[config.mk]
export PLATFORM = sky130hd
export DESIGN_NAME = tsa_sqrt
export DESIGN_NICKNAME = d
export VERILOG_FILES = /design/src/hw/rtl/tsa_sqrt.sv
export SDC_FILE = /design/constraint.sdc
export NUM_CORES = 2
export LEC_CHECK = 0
export BUFFER_PORTS_ARGS = -buffer_cell sky130_fd_sc_hd__clkbuf_2
export CORE_MARGIN = 10
export CORE_UTILIZATION = 30
export DETAILED_ROUTE_END_ITERATION = 6
export HOLD_SLACK_MARGIN = 0.02
export PLACE_DENSITY_LB_ADDON = 0.15
export SYNTH_ARGS = -nofsm -noshare
export SYNTH_HDL_FRONTEND = slang
export SYNTH_MEMORY_MAX_BITS = 65536
export SYNTH_SLANG_ARGS = --single-unit
[constraint.sdc]
create_clock -name clock -period 10.7 [get_ports clock]
set_input_delay 1.605 -clock clock [delete_from_list [all_inputs] [get_ports clock]]
set_output_delay 1.605 -clock clock [all_outputs]
set_load 0.02 [all_outputs]
[src/hw/rtl/tsa_sqrt.sv]
module tsa_sqrt #(
   parameter int IW = 32,
   parameter int FB = 16
) (
   input  logic                 clock,
   input  logic                 advance,
   input  logic [IW-1:0]        value,
   output logic [IW/2+FB-1:0]   root
);

   // One result bit per stage, restoring digit-by-digit on value * 2^(2*FB).
   localparam int RW  = IW / 2 + FB;
   localparam int AW  = IW + 2 * FB;
   localparam int RMW = RW + 3;

   logic [RMW-1:0] rem_ff  [RW];
   logic [RW-1:0]  root_ff [RW];
   logic [AW-1:0]  op_ff   [RW];

   for (genvar k = 0; k < RW; k++) begin : g_step
      logic [RMW-1:0] rem_prev;
      logic [RW-1:0]  root_prev;
      logic [AW-1:0]  op_prev;
      logic [RMW-1:0] rem_shift;
      logic [RMW-1:0] trial;
      logic [RMW-1:0] rem_in;
      logic [RW-1:0]  root_in;

      if (k == 0) begin : g_first
         assign rem_prev  = '0;
         assign root_prev = '0;
         assign op_prev   = {value, {(2 * FB){1'b0}}};
      end else begin : g_next
         assign rem_prev  = rem_ff[k-1];
         assign root_prev = root_ff[k-1];
         assign op_prev   = op_ff[k-1];
      end

      assign rem_shift = {rem_prev[RMW-3:0], op_prev[AW-1 -: 2]};
      assign trial     = {1'b0, root_prev, 2'b01};

      always_comb begin
         if (rem_shift >= trial) begin
            rem_in  = rem_shift - trial;
            root_in = {root_prev[RW-2:0], 1'b1};
         end else begin
            rem_in  = rem_shift;
            root_in = {root_prev[RW-2:0], 1'b0};
         end
      end

      always_ff @(posedge clock) begin
         if (advance) begin
            rem_ff[k]  <= rem_in;
            root_ff[k] <= root_in;
            op_ff[k]   <= {op_prev[AW-3:0], 2'b00};
         end
      end
   end

   assign root = root_ff[RW-1];

endmodule

==> metrics.md <==
| Metric | Value |
|---|---|
| Run status | complete, no violations |
| Number of max-cap violations | 0 |
| Share of layout cells above drive strength 1 | between 6 and 7% |
| Die X | 567.9 um |
| Pin count of the biggest net entering global routing | 165 |
| FFs w/ async S/R, synth | 0% |
| Multi-input logic area | 35170 um^2 |
| CTS root buffer | clkbuf_16 |
| Gpl congestion | 0.8048 |
| Post-DR vias/cell | about 4.7 |
| Area share of the leading cell type in the synthesized netlist | 57.59% |
| Max IR drop VDD | 0.1570 mV |
| HP Class | reg -> reg |
| PortBufs | between 60 and 70 |
| Post-synth EDFFs | 1727 |
| Most frequent cell after synthesis | edfxtp_1 |
| Hold Slack | 0.3799 ns |
| Cell Count, Final, Fillers Out | between 10000 and 15000 |
| Synth area leaders | edfxtp_1, ha_1, xor2_1, xnor2_1, inv_1 |
| R2R cell count | 13 |
| Grt total ovfl | 0 |
| Initial antenna violation count | 2 |
| Hpwl dp | 147900 um |
| Synth Flop Type | edfxtp_1 |
| Type of the worst setup path | reg -> reg |
| Pre-CTS setup slack | 5.545 ns |
| Worst-Skew Late Latency | 0.89 ns |
| Sequential-to-total area share from yosys stat | 57.59% |
| # fillers | 29561 |
| Total Negative Setup Slacks | 0 ns |
| IO Pins | between 60 and 70 |
| Cell accounting for the most synthesized area | edfxtp_1 |
| Worst setup EP type | flip-flop |
| Yosys Warn Count | 0 |
| Leak | slightly below 40 nW |
| Total CTS buffers | 207 |
| CTS Sinks | 1727 |
| Final hold violations | 0 |
| Number of post-CTS setup repair buffers | 0 |
| PD cells | 207.4 nW/um^2 |
| Die H | 567.9 um |
| Critical path required time | 11.33 ns |
| Crit Path Max Fanout | 16 |
| Drt total wl | 200800 um |
| Hold Crit Depth | 0 |
| Worst slew pin tran | 1.240 ns |
| Number of remaining DRC errors | 0 |
| Cell Area, Synth | 90050 um^2 |
| Final worst-path cycle share | 48.59% |
| Top cells by count, synth | edfxtp_1, inv_1, nand2_1 |
| Max_slew headroom | between 15 and 20% |
| Max Clk Rate | 192.3 MHz |
| Cell Count Post-Placement | about 12000 |
| Post_cts resized | 0 |
| Minimum clock period after layout | 5.199 ns |
| DR vias | ~57000 |
| Post-layout instance area | roughly 100000 um^2 |
| Die area | approximately 320000 um^2 |
| Unique cell type count in the Yosys netlist | 87 |
| First-pass GRT wire length | 318900 um |
| CTS tree | done |
| DP Area | 95290 um^2 |
| Final Max Slew Viols | 0 |
| Area Growth Syn to Fin | 13.21% |
| FP Rows | 201 |
| CP startpoint kind | flip-flop |
| Hold buffer count at cts | 0 |
| Final setup fails | 0 |
| Vias in the first global route | 57478 |
| #FFs+latches synth | around 1700 |
| CTS clk-pin slew, worst paths | about 0.060 ns |
| Reg area | just over 50000 um^2 |
| GRT Util Overall | 12.04% |
| ANT nets after route | 0 |
| RSZ-0062 raised after global routing | false |
| Clock Skew | 0.1187 ns |
| Clk buf depth | 4 |
| Initial DRC count | 3503 |
| Nets | 8470 |
| CP arrival | 5.83 ns |
| Synthesized Nets | 8293 |
| Syn_area_per_cell | approximately 12 um^2 |
| Total core area | 299300 um^2 |
| Fin worst setup slack | 5.501 ns |
| Syn Inst Count | 7714 |
| Wire length per cell | 16.71 um |
| Drt first pass iters | 6 |
| Initial Utilization | roughly 30% |
| H-tree levels | 4 |
worst max-delay path, stage by stage, from the launching register on:
cell and delay [ns]:
edfxtp_1 0.40, ha_1 0.36, o21a_1 0.14, o21a_1 0.18, o21ai_0 0.21, nand2_1 0.13, a31oi_1 0.48, o21ai_0 0.37
nor3_2 0.93, clkinv_1 0.83, nand3_1 0.47, nor4_1 0.12, nor4bb_1 0.16, xor2_1 0.15
cell type report:
type	count	area share, %
diodes	1	0.002455
clock buffers	241	5.269
clock inverters	134	1.243
inverters	691	2.545
multi-input cells	5159	34.50
flip-flops and latches	1727	50.87
well taps	3958	4.858
repair buffers	105	0.7192
power breakdown:
group	internal (mW)	switching (mW)
Combinational	2.04	2.71
Clock	4.05	2.86
Sequential	8.78	0.705
cells in the final DEF, fill, tap and decap left out, drive strengths merged, types with 185 or more instances in the layout:
| master | netlist | routed |
|---|---|---|
| clkbuf | 122 | 305 |
| nor2 | 489 | 489 |
| xor2 | 421 | 421 |
| nor3 | 211 | 211 |
| xnor2 | 345 | 345 |
| edfxtp | 1727 | 1727 |
| a21o | 185 | 185 |
| inv | 688 | 693 |
| a21oi | 473 | 473 |
| nand2 | 607 | 607 |
| o21ai | 474 | 474 |
| ha | 530 | 530 |
stage by stage:
step / power (mW) / util [%]
CTS: 21.47 / 34.06
finish: 21.15 / 34.07
floorplan: 12.94 / -
detailed placement: 14.39 / 31.84
global placement: 14.34 / 31.84
global route: 22.44 / 34.07
path summary, 6_finish.rpt:
check | from | to | slack, ns
max | rem_ff[0][455] | rem_ff[0][512] | 5.50
min | root_ff[1][344] | root_ff[1][377] | 0.38
max reg2reg | rem_ff[0][455] | rem_ff[0][512] | 5.50
min reg2reg | root_ff[1][344] | root_ff[1][377] | 0.38
flip-flops by register name (all words and copies together) (netlist names):
| name | count |
|---|---|
| root_ff | 528 |
| rem_ff | 959 |
| op_ff | 240 |
cell families after synthesis:
logic type	after synthesis	synth area share, %
AOI/OAI and AO/OA	1629	11.16
xor gates and xnor gates	766	7.450
adders and majority gates	545	7.697
buffers and inverters	828	3.468
DFF	1727	57.59
muxes	69	0.8559
other	1	0.004164
and+or+nand+nor	2149	11.78
routing by layer:
metal	routed length, um	track usage (%)	part of all wire [%]	up-vias
met4	5837	3.615	2.9	0
li1	-	-	-	28527
met2	97440	20.99	49	850
met1	90860	15.53	45	27272
met5	0	0	0	-
met3	6684	1.649	3.3	335
Note: power is estimated with default switching activity, not from simulation.
