===== config.mk =====
export PLATFORM = sky130hd
export DESIGN_NAME = tsa_delay
export DESIGN_NICKNAME = d
export VERILOG_FILES = /design/src/hw/rtl/tsa_delay.sv
export SDC_FILE = /design/constraint.sdc
export NUM_CORES = 1
export LEC_CHECK = 0
export BUFFER_PORTS_ARGS = -buffer_cell sky130_fd_sc_hd__buf_4
export CAP_MARGIN = 20
export CORE_ASPECT_RATIO = 1.25
export CORE_MARGIN = 2
export CORE_UTILIZATION = 55
export DETAILED_ROUTE_END_ITERATION = 7
export GPL_TIMING_DRIVEN = 0
export PLACE_DENSITY = 0.79
export SKIP_LAST_GASP = 1
export SLEW_MARGIN = 20
export SYNTH_ARGS = -nofsm -noshare
export SYNTH_HDL_FRONTEND = slang
export SYNTH_SLANG_ARGS = --single-unit

===== constraint.sdc =====
create_clock -name clock -period 1.3 [get_ports clock]
set_clock_uncertainty 0.15 [all_clocks]
set_input_delay 0.26 -clock clock [delete_from_list [all_inputs] [get_ports clock]]
set_output_delay 0.26 -clock clock [all_outputs]
set_load 0.02 [all_outputs]

===== src/hw/rtl/tsa_delay.sv =====
module tsa_delay #(
   parameter int W = 8,
   parameter int DEPTH = 4
) (
   input  logic         clock,
   input  logic         reset,
   input  logic         advance,
   input  logic         in_valid,
   input  logic [W-1:0] in_data,
   output logic         out_valid,
   output logic [W-1:0] out_data
);

   logic [W-1:0] data_ff [DEPTH];
   logic [DEPTH-1:0] valid_ff;
   logic [DEPTH-1:0] valid_in;

   if (DEPTH > 1) begin : g_deep
      assign valid_in = {valid_ff[DEPTH-2:0], in_valid};
   end else begin : g_one
      assign valid_in = in_valid;
   end

   always_ff @(posedge clock) begin
      if (reset) begin
         valid_ff <= '0;
      end else if (advance) begin
         valid_ff <= valid_in;
      end
   end

   always_ff @(posedge clock) begin
      if (advance) begin
         data_ff[0] <= in_data;
         for (int k = 1; k < DEPTH; k++) begin
            data_ff[k] <= data_ff[k-1];
         end
      end
   end

   assign out_valid = valid_ff[DEPTH-1];
   assign out_data  = data_ff[DEPTH-1];

endmodule


==> results.sh, run 1 <==
export IMPL_synth_fa_ha_area_frac=0
export IMPL_r2r_cells=2
export IMPL_antennaDiodeCount=0
export IMPL_grt_usage=0.146
export IMPL_ys_ff_latch=36
export IMPL_vdd_drop_max_uv=948
export IMPL_end_kind="output port"
export IMPL_fmax_mhz=779
export IMPL_clock_latency_ps=320
export IMPL_drt_drc_violations_left=0
export IMPL_fin_util=0.747
export IMPL_final_common_cell="edfxtp_1"
export IMPL_placedCellCount=85
export IMPL_tightest_slew_ps=379
export IMPL_die_area_um2=2380
export IMPL_setup_viol=0
export IMPL_ys_warn_count=0
export IMPL_grt_overflow=0
export IMPL_hp_class="in2reg"
export IMPL_drt_iter0_drc=6
export IMPL_synth_xor_area_share=0
export IMPL_slew_headroom=0.748
export IMPL_htreeDepth=2
export IMPL_grt_pass1_wl_um=2130
export IMPL_clock_sinks=36
export IMPL_cp_num_cells=1
export IMPL_fin_crit_ps=1280
export IMPL_drt_vias_per_instance=4.84
export IMPL_nets=93
export IMPL_yosysUniqueCellTypes=5
export IMPL_layout_drive_gt1_share=0.341
export IMPL_synth_area_um2=1100
export IMPL_status="complete, no violations"
export IMPL_maxCapViolations=0
export IMPL_path_cells="buf_6"
export IMPL_fillers=112
export IMPL_postRouteWirelength_um=1400
export IMPL_clkTransAtPathRegs_ps=100
export IMPL_cp_num_buf_inv=1
export IMPL_cp_slowest_stage_delay_ps=410
export IMPL_finalCritPeriodShare=0.988
export IMPL_cts_root_buf="clkbuf_4"
export IMPL_yosys_area_share_simple=0.0136
export IMPL_crit_required_ps=890
export IMPL_synth_top_family_by_area="multiplexers"
export IMPL_grt_start_max_net_pins=34
export IMPL_power_density_nw_per_um2=1390
export IMPL_hold_path_depth=3
export IMPL_final_max_slew_viol_count=0
export IMPL_stdcell_area_um2=1450
export IMPL_p_leak_uw=0.000556
export IMPL_io_buffers=20
export IMPL_grt_pass1_vias=506
export IMPL_die_y_um=54.0
export IMPL_rsz0062_at_grt="yes"
export IMPL_antenna_found_initial=0
export IMPL_ios=21
export IMPL_cts_made_buffers=5
export IMPL_place_gp_congestion=0.570
export IMPL_vias=494
export IMPL_worst_path_max_fanout=1
export IMPL_critPathTopFamily="flip-flops"
export IMPL_syn_area_per_cell_um2=24.5
export IMPL_synth_fp_nets=57
export IMPL_cts_buffer_depth=2
export IMPL_ys_seq_area_frac=0.945
export IMPL_postCtsSetupRepairBufs=0
export IMPL_syn2layout_area_growth_pct=31.5
export IMPL_fin_cells=102
export IMPL_detail_route_wl_per_cell_um=13.7
export IMPL_cts_tree="yes"
export IMPL_placed_area_um2=1280
export IMPL_dr_pass1_iters=2
export IMPL_final_antenna_net_count=0
export IMPL_slowest_stage="edfxtp_1"
export IMPL_synth_cells=45
export IMPL_num_rows=18
export IMPL_hold_viol_final=0
export IMPL_arrival_ps=870
export IMPL_start_kind="flip-flop"
export IMPL_final_cell_mix="32 x edfxtp_1, 12 x buf_4, 9 x dlygate4sd3_1, 8 x buf_6, 5 x clkbuf_4"
export IMPL_synth_area_mux_share=0.0364
export IMPL_crit_type="reg2out"
export IMPL_die_w_um=44.0
export IMPL_synth_compound_gate_area_share=0
export IMPL_core_area_um2=1940
export IMPL_initial_core_util=0.568
[registers in the layout, summed over array words and instances, names as in the netlist]
name and flops:
valid_ff 4, data_ff 32
[area by class of cell]
class	instances	area [um^2]	share of cell area
flip-flops and latches	36	1040	0.719
repair buffers	29	270	0.187
plain buffers	1	5.00	0.00346
well taps	20	25.0	0.0173
multi-input cells	8	55.1	0.0380
clock buffers	5	37.5	0.0259
clock inverters	3	13.8	0.00951
[Yosys cell counts (all sizes together)]
master,n,share of area
clkbuf,1,0.0045
nor2,4,0.014
dfxtp,4,0.073
mux2i,4,0.036
edfxtp,32,0.87
[per-layer routing]
layer / vias up / global-route usage / wire, um
li1: 243 / - / -
met1: 229 / 0.119 / 447
met2: 20 / 0.265 / 860
met3: 2 / 0.0604 / 73
met4: 0 / 0.121 / 16
met5: - / 0 / 0
[final timing paths]
kind | startpoint | to | slack (ps)
setup / recovery | data_ff[3][4] | out_data[4] | 20
hold / removal | in_valid | valid_ff[0] | 110
setup reg to reg | valid_ff[0] | valid_ff[0] | 460
hold reg to reg | data_ff[1][0] | data_ff[2][0] | 270
[report_power, final]
| part | switching, uW | internal, uW | total (uW) |
|---|---|---|---|
| clock network | 325 | 198 | 524 |
| logic | 55.6 | 69.2 | 125 |
| registers | 21.4 | 1340 | 1360 |
[stage by stage]
step / setup TNS, ps / setup WS [ps] / hold WS (ps) / total power [uW]
after global placement: -151 / -39.3 / 251 / 1470
final: 0 / 15.6 / 108 / 2010
after floorplan: 0 / 412 / 182 / 1410
after detailed placement: -564 / -192 / 255 / 1480
after CTS: -14.0 / -14.0 / 112 / 2030
after global routing: -99.8 / -37.8 / 88.0 / 2090
[cells by family (layout without fill, tap and decap cells)]
family / Yosys count / after routing
flip-flops: 36 / 36
multiplexers: 4 / 4
AND/OR/NAND/NOR: 4 / 4
buffers and inverters: 1 / 38
[repair_timing]
| action | in CTS | in global routing |
|---|---|---|
| resized for setup | 2 | 6 |
| endpoints found under the setup margin | 2 | 8 |
| endpoints found under the hold margin | 12 | 0 |
| hold buffers | 9 | 0 |
Note: power is estimated with default switching activity, not from simulation.
==> run 2: changes to the inputs <==
CELL_PAD_IN_SITES_DETAIL_PLACEMENT = 0   (was not set)
CELL_PAD_IN_SITES_GLOBAL_PLACEMENT = 1   (was not set)
CORE_UTILIZATION = 48   (was 55)
PLACE_DENSITY = not set   (was 0.79)
PLACE_DENSITY_LB_ADDON = 0.1   (was not set)
==> run 2 against run 1 <==
Via count is 2.6% higher. Cell count is 11% higher. Clock power hardly changed. Utilization is 8.0 points lower. Die area is 13% higher. Hold slack worse by 79 ps. Critical path type unchanged. Critical endpoint is now out_data[2]. Largest power group unchanged. Highest routed layer unchanged.
==> results.sh, run 2 (synthesis gave the netlist of run 1 again) <==
export IMPL_status="complete, no violations"
export IMPL_worst_path_max_fanout=1
export IMPL_fin_crit_ps=1270
export IMPL_num_rows=19
export IMPL_maxCapViolations=0
export IMPL_htreeDepth=2
export IMPL_cp_slowest_stage_delay_ps=400
export IMPL_initial_core_util=0.503
export IMPL_layout_drive_gt1_share=0.317
export IMPL_grt_usage=0.113
export IMPL_grt_start_max_net_pins=34
export IMPL_clkTransAtPathRegs_ps=90
export IMPL_hold_path_startpoint="in_valid"
export IMPL_fillers=154
export IMPL_die_area_um2=2700
export IMPL_crit_start="data_ff[3][2]"
export IMPL_syn2layout_area_growth_pct=32.5
export IMPL_antennaDiodeCount=0
export IMPL_fmax_mhz=784
export IMPL_power_uw=2010
export IMPL_drt_iter0_drc=9
export IMPL_p_leak_uw=0.000551
export IMPL_tightest_slew_ps=390
export IMPL_final_cell_mix="32 x edfxtp_1, 12 x buf_4, 9 x dlygate4sd3_1, 8 x buf_6, 5 x clkbuf_4"
export IMPL_final_common_cell="edfxtp_1"
export IMPL_nets=93
export IMPL_dr_pass1_iters=4
export IMPL_ios=21
export IMPL_cts_tree="yes"
export IMPL_path_cells="buf_6"
export IMPL_antenna_found_initial=0
export IMPL_vdd_drop_max_uv=922
export IMPL_die_y_um=57.5
export IMPL_grt_pass1_vias=459
export IMPL_place_gp_congestion=0.564
export IMPL_largest_reg_flops=32
export IMPL_postCtsSetupRepairBufs=0
export IMPL_crit_type="reg2out"
export IMPL_die_w_um=46.8
export IMPL_crit_required_ps=890
export IMPL_hp_class="in2reg"
export IMPL_start_kind="flip-flop"
export IMPL_final_antenna_net_count=0
export IMPL_drt_drc_violations_left=0
export IMPL_arrival_ps=860
export IMPL_cts_buffer_depth=2
export IMPL_cts_made_buffers=5
export IMPL_cp_num_buf_inv=1
export IMPL_clock_sinks=36
export IMPL_postRouteWirelength_um=1220
export IMPL_vias=507
export IMPL_detail_route_wl_per_cell_um=10.8
export IMPL_final_max_slew_viol_count=0
export IMPL_cts_root_buf="clkbuf_4"
export IMPL_rrSetupSlack_ps=520
export IMPL_holdWs_ps=29.2
export IMPL_max_flop_register="data_ff"
export IMPL_critPathTopFamily="flip-flops"
export IMPL_core_area_um2=2190
export IMPL_hold_viol_final=0
export IMPL_r2r_start="data_ff[0][4]"
export IMPL_rsz0062_at_grt="yes"
export IMPL_clock_latency_ps=320
export IMPL_slowest_stage="edfxtp_1"
export IMPL_io_buffers=20
export IMPL_slew_headroom=0.740
export IMPL_drt_vias_per_instance=4.49
export IMPL_finalCritPeriodShare=0.981
export IMPL_power_density_nw_per_um2=1370
export IMPL_largestRegisters="data_ff: 32 flops, valid_ff: 4 flops"
export IMPL_grt_overflow=0
export IMPL_grt_pass1_wl_um=1890
export IMPL_end_kind="output port"
export IMPL_setup_viol=0
[run 2: changes by cell type in the layout (fill, tap and decap cells not counted)]
cell | previous run | this run
clkbuf_1 | 0 | 2
clkinv_2 | 2 | 0
[run 2: timing repair]
item                                   CTS  global route
setup endpoints to repair                0             8
gates resized for setup                  0             8
endpoints found under the hold margin   12             0
hold buffers                             9             0
[run 2: power breakdown]
group          leakage (uW)  switching [uW]  internal (uW)
Clock             0.0000269             315            208
Combinational      0.000178            53.3           69.2
Sequential         0.000346            19.8           1340
[run 2: path summary, 6_finish.rpt]
path / end / depth (start not counted)
max: out_data[2] / 1
min: valid_ff[0] / 3
max reg2reg: data_ff[1][4] / 0
min reg2reg: data_ff[1][6] / 0
[run 2: metrics by stage]
stage | cells | utilization | setup WS (ps) | setup TNS (ps) | instance area, um^2
floorplan | 45 | - | 412 | 0 | 1100
global placement | 96 | 0.590 | -68.0 | -256 | 1290
detailed placement | 96 | 0.590 | -71.6 | -272 | 1290
CTS | 113 | 0.653 | 17.0 | 0 | 1430
global route | 113 | 0.667 | -37.8 | -118 | 1460
finish | 113 | 0.667 | 25.0 | 0 | 1460
[run 2: routing by layer]
| metal | share of wire | vias up | GRT usage | wire [um] |
|---|---|---|---|---|
| met3 | 0.080 | 4 | 0.0759 | 97 |
| met4 | 0.030 | 0 | 0.0833 | 36 |
| li1 | - | 242 | - | - |
| met5 | 0 | - | 0 | 0 |
| met1 | 0.40 | 236 | 0.121 | 489 |
| met2 | 0.49 | 25 | 0.153 | 593 |
[run 2: layout make-up]
cell class / count / area [um^2] / area share
Clock buffer: 7 / 45.0 / 0.0309
Timing Repair Buffer: 29 / 270 / 0.185
Buffer: 1 / 5.00 / 0.00343
Tap cell: 31 / 38.8 / 0.0266
Clock inverter: 1 / 3.75 / 0.00257
Sequential cell: 36 / 1040 / 0.714
Multi-Input combinational cell: 8 / 55.1 / 0.0377
[run 2: worst min-delay path, delay by kind of cell]
family | cells | cell delay [ps]
and+or+nand+nor | 1 | 70
buffers and inverters | 1 | 80
muxes | 1 | 50
==> run 3: changes to the inputs <==
CELL_PAD_IN_SITES_DETAIL_PLACEMENT = not set   (was 0)
CELL_PAD_IN_SITES_GLOBAL_PLACEMENT = not set   (was 1)
CORE_ASPECT_RATIO = 0.8   (was 1.25)
CORE_UTILIZATION = 55   (was 48)
PLACE_DENSITY = 0.79   (was not set)
PLACE_DENSITY_LB_ADDON = not set   (was 0.1)
==> run 3 against run 2 <==
Non-clock buffer count unchanged. Cell count decreased by 6.2%. Via count decreased by 6.5%. Routed wire length increased by 1.2%. Critical endpoint is now out_data[0]. Largest power group unchanged.
==> results.sh, run 3 (synthesis gave the netlist of run 1 again) <==
export IMPL_p_sw_frac=0.197
export IMPL_postCtsSetupRepairBufs=0
export IMPL_fin_crit_ps=1280
export IMPL_core_area_um2=1890
export IMPL_grt_overflow=0
export IMPL_die_y_um=44.0
export IMPL_syn2layout_area_growth_pct=31.9
export IMPL_crit_required_ps=890
export IMPL_grt_pass1_wl_um=2080
export IMPL_maxCapViolations=0
export IMPL_antennaDiodeCount=0
export IMPL_hold_viol_final=0
export IMPL_dr_pass1_iters=6
export IMPL_nets=93
export IMPL_clock_latency_ps=320
export IMPL_postRouteWirelength_um=1230
export IMPL_fin_util=0.768
export IMPL_placed_area_um2=1280
export IMPL_ff_latch_area_um2=1040
export IMPL_path_cells="buf_6"
export IMPL_start_kind="flip-flop"
export IMPL_power_density_nw_per_um2=1380
export IMPL_arrival_ps=870
export IMPL_die_area_um2=2380
export IMPL_p_comb_frac=0.061
export IMPL_grt_usage=0.139
export IMPL_post_place_ws_ps=-86.1
export IMPL_slew_headroom=0.745
export IMPL_p_leak_uw=0.000556
export IMPL_cp_slowest_stage_delay_ps=400
export IMPL_cts_buffer_depth=2
export IMPL_grtUsageMet2=0.200
export IMPL_final_antenna_net_count=0
export IMPL_initial_core_util=0.582
export IMPL_critPathTopFamily="flip-flops"
export IMPL_setup_viol=0
export IMPL_ios=21
export IMPL_hold_path_depth=3
export IMPL_layout_drive_gt1_share=0.341
export IMPL_hp_class="in2reg"
export IMPL_vias=474
export IMPL_largestRegisters="data_ff: 32 flops, valid_ff: 4 flops"
export IMPL_whs_endpoint="valid_ff[0]"
export IMPL_worstReg2RegEnd="valid_ff[2]"
export IMPL_status="complete, no violations"
export IMPL_grt_util_met3=0.0912
export IMPL_place_gp_congestion=0.554
export IMPL_grt_start_max_net_pins=34
export IMPL_cp_num_buf_inv=1
export IMPL_r2r_start="valid_ff[1]"
export IMPL_clock_sinks=36
export IMPL_slowest_stage="edfxtp_1"
export IMPL_worst_path_max_fanout=1
export IMPL_final_cell_mix="32 x edfxtp_1, 12 x buf_4, 9 x dlygate4sd3_1, 8 x buf_6, 5 x clkbuf_4"
export IMPL_met1_usage=0.162
export IMPL_crit_type="reg2out"
export IMPL_cts_root_buf="clkbuf_4"
export IMPL_drt_iter0_drc=13
export IMPL_fmax_mhz=782
export IMPL_p_int_uw=1610
export IMPL_cp_num_cells=1
export IMPL_rrSetupSlack_ps=510
export IMPL_fin_setup_tns_ps=0
export IMPL_die_w_um=54.0
export IMPL_htreeDepth=2
export IMPL_drt_drc_violations_left=0
export IMPL_clockPowerShare=0.260
export IMPL_multi_input_comb_area_um2=55.1
export IMPL_clkTransAtPathRegs_ps=100
export IMPL_detail_route_wl_per_cell_um=11.6
export IMPL_fillers=102
export IMPL_final_max_slew_viol_count=0
export IMPL_stdcell_area_um2=1450
export IMPL_r2r_cells=2
export IMPL_hold_path_startpoint="in_valid"
export IMPL_drt_vias_per_instance=4.47
export IMPL_cts_made_buffers=5
export IMPL_largest_reg_flops=32
export IMPL_top_usage_layer="met2"
export IMPL_vdd_drop_max_uv=1090
export IMPL_p_seq_frac=0.679
export IMPL_cts_tree="yes"
export IMPL_rsz0062_at_grt="yes"
export IMPL_end_kind="output port"
export IMPL_power_switching_uw=394
export IMPL_grt_pass1_vias=464
export IMPL_finalCritPeriodShare=0.984
export IMPL_antenna_found_initial=0
export IMPL_fin_ws_ps=21.1
export IMPL_num_rows=14
export IMPL_final_common_cell="edfxtp_1"
export IMPL_max_flop_register="data_ff"
export IMPL_tightest_slew_ps=382
export IMPL_io_buffers=20
==> run 3: cell type report <==
cell class              count  share of cell area
plain buffers               1             0.00345
clock buffers               5              0.0258
clock inverters             3             0.00947
multi-input cells           8              0.0379
flip-flops and latches     36               0.717
well taps                  24              0.0207
repair buffers             29               0.186
==> run 3: worst max-delay path by stage <==
stage / startpoint / to / slack [ps]
after floorplan: advance / valid_ff[0] / 410
after global routing: data_ff[3][0] / out_data[0] / -40
after detailed placement: advance / valid_ff[1] / -90
after global placement: advance / valid_ff[2] / -40
after CTS: data_ff[3][0] / out_data[0] / -1
final: data_ff[3][0] / out_data[0] / 20
==> run 3: power groups by stage <==
stage | Combinational (uW) | Clock, uW | Sequential, uW
after floorplan | 9.94 | 0 | 1400
after detailed placement | 93.9 | 0 | 1380
after CTS | 116 | 543 | 1360
after global routing | 134 | 596 | 1370
final | 123 | 520 | 1360
after global placement | 90.9 | 0 | 1380
==> run 3: routing by layer <==
metal	vias up	routed length [um]
met5	-	0
met4	0	18
met3	2	102
met2	20	571
met1	207	537
li1	245	-
==> run 3: what timing repair did <==
action / 4_1_cts / 5_1_grt
hold buffers: 9 / 0
hold endpoints to repair: 12 / 0
endpoints found under the setup margin: 1 / 8
resized for setup: 1 / 7
==> run 3: through the flow <==
stage / power [uW] / hold WS (ps) / std cells
final: 2000 / 29.4 / 106
after global routing: 2100 / 60.8 / 106
after global placement: 1470 / 251 / 89
after floorplan: 1410 / 182 / 45
after detailed placement: 1480 / 255 / 89
after CTS: 2020 / 7.88 / 106
==> run 3: worst register-to-register path, cell delays in order, from the launching register on <==
cell and delay, ps:
dfxtp_1 330, mux2i_1 160, nor2_1 60
